$ cat src/rtl/core/ffpa_pkg.sv
// package for the first-fit page allocator
// holds sizes, status codes, payload structs and the cell control struct
package ffpa_pkg;

  localparam int unsigned PoolBytes = 4096;
  localparam int unsigned MaxPages  = 256;
  localparam int unsigned FreeSlots = 32;

  localparam int unsigned LenW  = 13;
  localparam int unsigned OffW  = 12;
  localparam int unsigned IdW   = 8;
  localparam int unsigned CntW  = 6;
  localparam int unsigned SlotW = 5;

  typedef enum logic [2:0] {
    StOk       = 3'd0,
    StNotFound = 3'd1,
    StNoSpace  = 3'd2,
    StNoIds    = 3'd3,
    StListFull = 3'd4
  } status_e;

  typedef enum logic {
    OpAlloc   = 1'b0,
    OpRelease = 1'b1
  } op_e;

  typedef struct packed {
    logic            operation;
    logic [LenW-1:0] length;
    logic [IdW-1:0]  page_id;
  } req_t;

  typedef struct packed {
    logic [2:0]      status;
    logic [OffW-1:0] offset;
    logic [IdW-1:0]  assigned_id;
    logic            reused_free;
  } rsp_t;

  // command broadcast to every cell of the free list
  typedef struct packed {
    logic            shrink;   // shrink the cell at sel
    logic            remove;   // drop cell sel, cells above take from their right neighbour
    logic            append;   // write the cell at sel with new extent
    logic [SlotW-1:0] sel;
    logic [LenW-1:0]  len;
    logic [OffW-1:0]  new_off;
    logic [LenW-1:0]  new_len;
  } cell_cmd_t;

endpackage

$ cat src/rtl/core/ffpa_cell.sv
// one free-list slot: holds an extent and compares it against the request
// depends on ffpa_pkg
module ffpa_cell
  import ffpa_pkg::*;
(
  input  logic            clk_i,
  input  logic [SlotW-1:0] idx_i,
  input  cell_cmd_t       cmd_i,
  input  logic [OffW-1:0] nb_off_i,
  input  logic [LenW-1:0] nb_len_i,
  input  logic [LenW-1:0] req_len_i,
  output logic [OffW-1:0] off_o,
  output logic [LenW-1:0] len_o,
  output logic            fit_o
);

  logic [OffW-1:0] off_q, off_d;
  logic [LenW-1:0] len_q, len_d;

  always_comb begin
    off_d = off_q;
    len_d = len_q;
    if (cmd_i.append && cmd_i.sel == idx_i) begin
      off_d = cmd_i.new_off;
      len_d = cmd_i.new_len;
    end else if (cmd_i.shrink && cmd_i.sel == idx_i) begin
      off_d = off_q + cmd_i.len[OffW-1:0];
      len_d = len_q - cmd_i.len;
    end else if (cmd_i.remove && idx_i >= cmd_i.sel) begin
      off_d = nb_off_i;
      len_d = nb_len_i;
    end
  end

  always_ff @(posedge clk_i) begin
    off_q <= off_d;
    len_q <= len_d;
  end

  assign off_o = off_q;
  assign len_o = len_q;
  assign fit_o = (len_q >= req_len_i);

endmodule
$ cat config.mk
export PLATFORM = sky130hd
export DESIGN_NAME = ffpa_cell
export DESIGN_NICKNAME = d
export VERILOG_FILES = /design/src/rtl/core/ffpa_pkg.sv /design/src/rtl/core/ffpa_cell.sv
export SDC_FILE = /design/constraint.sdc
export NUM_CORES = 1
export LEC_CHECK = 0
export BUFFER_PORTS_ARGS = -buffer_cell sky130_fd_sc_hd__buf_2
export CORE_AREA = 3 3 86 88
export CTS_BUF_LIST = sky130_fd_sc_hd__clkbuf_16
export DETAILED_ROUTE_END_ITERATION = 6
export DIE_AREA = 0 0 89 91
export HOLD_SLACK_MARGIN = 0.08
export PLACE_DENSITY = 0.68
export SLEW_MARGIN = 20
export SYNTH_ARGS = -nofsm -noshare
export SYNTH_HDL_FRONTEND = slang
export SYNTH_SLANG_ARGS = --single-unit
$ cat constraint.sdc
create_clock -name clk_i -period 5.84 [get_ports clk_i]
set_input_delay 0.292 -clock clk_i [delete_from_list [all_inputs] [get_ports clk_i]]
set_output_delay 0.292 -clock clk_i [all_outputs]
set_load 0.02 [all_outputs]
Word level (Yosys, flattened, before mapping)
Cells that the tools add are included.
{"block": "op_classes", "n_addsub": 2, "n_reduce_logical": 4, "muxes": 6, "n_eq_ne": 1, "magnitude_cmp": 2}
{"operator": "$mux W13", "count": 3}
{"operator": "$mux W12", "count": 3}
{"operator": "$ge A13 B13 Y1", "count": 1}
{"operator": "$sub A13 B13 Y13", "count": 1}
{"operator": "$add A12 B12 Y12", "count": 1}
{"operator": "$eq A5 B5 Y1", "count": 1}
{"operator": "$ge A5 B5 Y1", "count": 1}
{"operator": "$logic_and A1 B1 Y1", "count": 3}
{"operator": "$reduce_bool A3 Y1", "count": 1}
{"block": "totals", "inputBits": 90, "elab_cells": 17, "out_inout_bits": 26, "reg_bits": 25}

Depth between registers and ports, before layout
Gate-level depths: netlist (run 1).
{"block": "logic_depth", "ltp_word": 5, "mapped_depth": 10, "depth_no_buf": 10}

Worst setup path after synthesis (run 1)
Ideal clock, no wire load.
{"block": "synth_path", "path_type": "in2reg", "from": "in idx_i[0]", "to": "reg len_q[0], in the netlist len_o[0], enable pin", "slack_ps": 2647, "setup_ps": 442, "path_buffers": 0, "t_required_ps": 5398, "path_stages": 7, "arrival_time_ps": 2751, "cell_sequence": "inv_1 -> ha_1 -> nand2b_1 -> a21o_1 -> a21o_1 -> a211oi_1 -> o21ai_0"}
{"block": "synth_between", "elab_chain_len": 3, "elab_cells_between_ends": 6, "classes_between": "order compare (1); eq/ne (1); reduce/logical (4)"}
{"element": "start, declared", "line_no": "ffpa_cell.sv:7", "source": "input logic [SlotW-1:0] idx_i,"}
{"element": "$ge A5 B5 Y1 / $eq A5 B5 Y1 (equally long branches)", "line_no": "ffpa_cell.sv:29, ffpa_cell.sv:23, ffpa_cell.sv:26"}
{"element": "$logic_and A1 B1 Y1 (on tied branches)", "line_no": "ffpa_cell.sv:29, ffpa_cell.sv:23, ffpa_cell.sv:26"}
{"element": "$reduce_bool A3 Y1 (no line) (*)"}
{"element": "end signal, assigned", "line_no": "ffpa_cell.sv:37", "source": "len_q <= len_d;"}
{"element": "end, declared", "line_no": "ffpa_cell.sv:18", "source": "logic [LenW-1:0] len_q, len_d;"}
Every way passes the cells marked *; elsewhere a longest branch is shown, timed or not.
A chain may end at the register's enable or synchronous reset.

Worst setup path in the final report (run 1)
{"block": "layout_path", "from": "reg len_q[0], in the netlist len_o[0]", "to": "out fit_o"}
{"block": "layout_between", "elab_chain_len": 1}
{"element": "$ge A13 B13 Y1", "line_no": "ffpa_cell.sv:42", "source": "assign fit_o = (len_q >= req_len_i);"}
{"element": "end, declared", "line_no": "ffpa_cell.sv:14", "source": "output logic fit_o"}
Every way passes these cells.

==> results_dict.tcl, run 1 <==
set metrics [dict create \
    core_area_sq_um 6720 \
    crit_path_max_incr_delay_ns 0.38 \
    async_reset_ff_frac 0 \
    wl_per_cell_um 14.0 \
    timing.final.crit_share 0.415 \
    cts_buffers 3 \
    final_layout_size_suffix_gt1_frac 0.300 \
    ys_top_cells_by_area "edfxtp_1 28%, ha_1 19%, o21ai_0 6.5%" \
    synthToLayoutAreaGrowth_pct 27.9 \
    synth-simple-area-share 0.132 \
    ys_seq_elements 25 \
    synthMuxAreaShare 0.0150 \
    ctsHtreeMaxLevel 1 \
    synth_largest_area_cell "edfxtp_1" \
    critPathCaptureType "output port" \
    grt_pass1_wl_um 11400 \
    crit_type "reg -> out" \
    antenna_left 0 \
    root_buffer "clkbuf_16" \
    path_delay_family "compound AO/OA/AOI/OAI gates" \
    critPathRequiredTime_ns 5.55 \
    initial_core_util 0.399 \
    antenna_cells 0 \
    finalPower_mw 0.622 \
    crit_path_top_delay_cell "edfxtp_1" \
    clkSinkCount 25 \
    dp_hpwl_um 5810 \
    crit_start "len_o[0]$_DFFE_PP_" \
    critPathLaunchType "register" \
    place.gp.congestion 0.862 \
    final_common_cell "buf_2" \
    clkTransAtPathRegs_ns 0.07 \
    synth-compound-area-share 0.246 \
    grt_max_degree 34 \
    track_usage 0.176 \
    final.setup.tns_ns 0 \
    dieArea_sq_um 8100 \
    critPathBufInv 2 \
    ctsResizeCount 0 \
    hold_violations 0 \
    vias_per_cell 5.10 \
    cts_tree "yes" \
    yosysTopAreaCellShare 0.280 \
    crit_path_end "fit_o" \
    final_cell_mix "115 x buf_2, 41 x ha_1, 35 x inv_1, 34 x o21ai_0, 30 x a21oi_1" \
    yosysWarnings 0 \
    r2r_start "len_o[2]$_DFFE_PP_" \
    route.vias.total 2587 \
    synthAdderAreaFrac 0.207 \
    synth_area_sq_um 2680 \
    dieWidth_um 89 \
    vdd_ir_drop_max_mv 0.105 \
    grt_pass1_vias 2640 \
    cp_max_fo 2 \
    worst_slew_pin_slew_ns 0.947 \
    drc 0 \
    p_leak_nw 1.75 \
    clk_path_buf_depth 2 \
    grt_overflow 0 \
    synth-xor-area-share 0.0621 \
    antenna_found_initial 0 \
    port_buffers 115 \
    syn_inst 313 \
    fmax_mhz 412 \
    std_cell_rows 30 \
    p_per_area_nw_per_um2 182 \
    fin_nets 561 \
    hp-class "in -> reg" \
    clk_latency_ns 0.26 \
    crit_chain "inv_1 > ha_1 > nand2b_1 > a21oi_1 > nor2b_1 > o21ai_0 > a211oi_1 > a211oi_1 > o21ai_0 > buf_2" \
    avgSynthCellArea_sq_um 8.55 \
    rrSetupSlack_ns 3.42 \
    ys_seq_area_frac 0.280 \
    slew_viol_final 0 \
    cp.arrival_ns 2.13 \
    relSlewSlack 0.367 \
    synth_cell_types 40 \
    firstDrtPassIters 4 \
    synth_edf_count 25 \
    skew_ns 0.00399 \
    rr_worst_depth 8 \
    drt_iter0_drc 77 \
    synthesis.nets 446 \
    drv_cap 0 \
    r2r_end "len_o[11]$_DFFE_PP_" \
    post_cts_buffers 0 \
    die_h_um 91 \
    setup_viol 0 \
    wirelength_um 7120 \
    final.min_clock_period_ns 2.43 \
    synth_top_family_by_area "compound AO/OA/AOI/OAI gates" \
    outcome "completed" \
    synthFlopType "edfxtp_1" \
    ios 116 \
    holdBufCountCts 0 \
    rsz0062_at_grt "false" \
    crit_cells 10 \
]
stage by stage:
step	utilization	worst slack (ns)	cell area, sq um	cells	hold slack (ns)
2_1_floorplan	-	2.65	2680	313	0.479
3_3_place_gp	0.498	3.11	3350	503	0.564
3_5_place_dp	0.498	3.01	3350	503	0.572
4_1_cts	0.510	3.28	3420	507	0.305
5_1_grt	0.510	3.18	3430	507	0.321
6_report	0.510	3.41	3430	507	0.309
power by group:
part	internal [mW]	switching [mW]
clock network	0.0917	0.0633
registers	0.216	0.00898
logic	0.111	0.131
total	0.419	0.204
worst min path at each step:
stage                          from                  to  slack, ns  cells after the start
final                     cmd_i[14]  off_o[1]$_DFFE_PP_       0.31                      3
after global routing      cmd_i[17]  off_o[4]$_DFFE_PP_       0.32                      3
after CTS                 cmd_i[14]  off_o[1]$_DFFE_PP_       0.31                      3
after detailed placement  cmd_i[14]  off_o[1]$_DFFE_PP_       0.57                      3
after global placement    cmd_i[13]  off_o[0]$_DFFE_PP_       0.56                      3
after floorplan            cmd_i[0]  len_o[0]$_DFFE_PP_       0.48                      2
sequential cells by signal (all words and copies together), names as in the netlist:
signal and cells:
off_o 12, len_o 13
cells by family after synthesis:
kind of cell             Yosys count
AO/OA/AOI/OAI                    108
XOR/XNOR                          19
adder cells (fa/ha/maj)           43
buffers and inverters             41
flip-flops                        25
multiplexers                       4
AND/OR/NAND/NOR                   73
synthesized netlist by cell type, types with 2 or more instances:
cell      count
nor2b_1       5
nor3_1        3
nand4_1       3
xor2_1        9
mux2i_1       4
fa_1          2
a22oi_1       9
a21o_2        2
o31ai_1       2
xnor2_1      10
a21o_1        7
nand3_1       5
edfxtp_1     25
inv_1        34
a211oi_1      5
clkbuf_1      7
nand2_1      20
o21ai_0      35
a21oi_1      30
nand2b_1     10
o21a_1        4
nor2_1       22
ha_1         41
a31oi_1       3
worst register-to-register path, stage by stage (launching register included):
cell	delay [ns]
edfxtp_1	0.44
ha_1	0.35
o21ai_0	0.18
a21oi_1	0.10
o32ai_1	0.41
o21ai_1	0.17
o31ai_1	0.28
xor2_1	0.16
o21ai_0	0.08
metal layers:
layer  global-route usage  routed length [um]  up-vias
li1                     -                   -     1355
met4               0.0471                 112        0
met3               0.0290                 455       10
met1                0.216                3120     1148
met2                0.314                3440       74
met5                    0                   0        -
layout make-up:
cell class	instances	area, sq um
clock inverter	1	3.75
clock buffer	3	75.1
timing repair buffer	117	591
inverter	34	128
sequential	25	751
fill	653	3290
tap	80	100
multi-input combinational	247	1780
No activity file was read; power rests on OpenSTA's default activity.
==> run 2: changes to the inputs <==
==> constraint.sdc (replaced) <==
create_clock -name clk_i -period 2.49 [get_ports clk_i]
set_input_delay 0.1245 -clock clk_i [delete_from_list [all_inputs] [get_ports clk_i]]
set_output_delay 0.1245 -clock clk_i [all_outputs]
set_load 0.02 [all_outputs]
==> results_dict.tcl, run 2 (synthesis results as in run 1) <==
set metrics [dict create \
    outcome "completed" \
    grt_pass1_vias 2640 \
    critPathBufInv 1 \
    slew_viol_final 0 \
    initial_core_util 0.399 \
    holdBufCountCts 0 \
    p_leak_nw 1.77 \
    ctsResizeCount 0 \
    critPathCaptureType "register" \
    antenna_cells 0 \
    std_cell_rows 30 \
    fin_hold_ws_ns 0.135 \
    crit_type "reg -> reg" \
    final.min_clock_period_ns 2.30 \
    wl_per_cell_um 14.3 \
    switchingPower_mw 0.489 \
    place.gp.congestion 0.877 \
    crit_path_max_incr_delay_ns 0.38 \
    ctsHtreeMaxLevel 1 \
    route.vias.total 2652 \
    hold_violations 0 \
    fin_nets 566 \
    synthToLayoutAreaGrowth_pct 29.7 \
    final_cells 512 \
    die_h_um 91 \
    clkTransAtPathRegs_ns 0.07 \
    fmax_mhz 434 \
    cts_tree "yes" \
    multi_input_area_sq_um 1790 \
    grt_max_degree 26 \
    clk_latency_ns 0.26 \
    dp.cells 508 \
    firstDrtPassIters 4 \
    final_cell_mix "115 x buf_2, 41 x ha_1, 34 x inv_1, 34 x o21ai_0, 30 x a21oi_1" \
    grt_pass1_wl_um 11600 \
    hp-class "in -> reg" \
    timing.final.crit_share 0.926 \
    crit_chain "inv_1 > ha_1 > fa_2 > nor2b_4 > o31ai_2 > a21oi_2 > or3b_1 > a31oi_1 > xnor2_1 > a21oi_1" \
    drv_cap 0 \
    crit_path_top_delay_cell "edfxtp_1" \
    setup_slack_ns 0.185 \
    critPathLaunchType "register" \
    placed_cell_area_sq_um 3380 \
    final.setup.tns_ns 0 \
    vias_per_cell 5.18 \
    drt_iter0_drc 82 \
    antenna_found_initial 0 \
    path_delay_family "compound AO/OA/AOI/OAI gates" \
    rsz0062_at_grt "false" \
    p_comb_frac 0.391 \
    core_area_sq_um 6720 \
    cp_max_fo 3 \
    clk_path_buf_depth 2 \
    cts_buffers 3 \
    post_cts_buffers 0 \
    ff_latch_area_sq_um 751 \
    clkSinkCount 25 \
    final_common_cell "buf_2" \
    vdd_ir_drop_max_mv 0.378 \
    internal_power_mw 0.988 \
    worst_slew_pin_slew_ns 0.378 \
    wirelength_um 7310 \
    p_per_area_nw_per_um2 425 \
    track_usage 0.180 \
    cp.arrival_ns 2.31 \
    grt_overflow 0 \
    clkPwrFrac 0.253 \
    largest_register_ff_count 13 \
    root_buffer "clkbuf_16" \
    design_area_sq_um 3470 \
    place_ws_ns 0.0915 \
    antenna_left 0 \
    fillers 696 \
    swShare 0.331 \
    port_buffers 115 \
    seq_power_share 0.357 \
    ios 116 \
    setup_viol 0 \
    dieArea_sq_um 8100 \
    skew_ns 0.00368 \
    dp_hpwl_um 6050 \
    drc 0 \
    relSlewSlack 0.748 \
    final_layout_size_suffix_gt1_frac 0.313 \
    critPathRequiredTime_ns 2.50 \
    dieWidth_um 89 \
]
[run 2: cell types whose count changed in the layout (fill, tap and decap cells not counted), sizes merged]
| cell | delta |
|---|---|
| inv | -1 |
| buf | +5 |
| clkinv | +1 |
[run 2: final cells by class]
cell class,count,share of cell area
Multi-Input combinational cell,247,0.514
Sequential cell,25,0.216
Timing Repair Buffer,122,0.181
Inverter,34,0.0367
Tap cell,80,0.0288
Clock buffer,3,0.0216
Clock inverter,1,0.00144
[run 2: through the flow]
step / power (mW) / util
after global placement: 1.10 / 0.504
final: 1.48 / 0.517
after detailed placement: 1.11 / 0.504
after global routing: 1.58 / 0.517
after CTS: 1.49 / 0.515
after floorplan: 0.919 / -
[run 2: worst min-delay path, cell delays in order]
cell and delay [ns]:
buf_2 0.07, nand2_1 0.03, o21ai_0 0.05
[run 2: power groups by stage]
stage | Combinational (mW) | Sequential [mW] | Clock [mW]
floorplan | 0.349 | 0.570 | 0
global placement | 0.563 | 0.534 | 0
detailed placement | 0.574 | 0.537 | 0
CTS | 0.578 | 0.527 | 0.381
global route | 0.652 | 0.531 | 0.398
finish | 0.577 | 0.527 | 0.373
[run 2: per-layer routing]
layer  wire length [um]  global-route usage
met5                  0                   0
met3                552              0.0272
met1               3230               0.232
met4                 91              0.0397
met2               3440               0.311
[run 2: path summary, 6_finish.rpt]
check	startpoint	cells after the start	to	slack (ns)
min	cmd_i[17]	3	off_o[4]$_DFFE_PP_	0.14
min reg2reg	off_o[0]$_DFFE_PP_	3	off_o[0]$_DFFE_PP_	0.80
max	len_o[0]$_DFFE_PP_	10	len_o[12]$_DFFE_PP_	0.19
max reg2reg	len_o[0]$_DFFE_PP_	10	len_o[12]$_DFFE_PP_	0.19
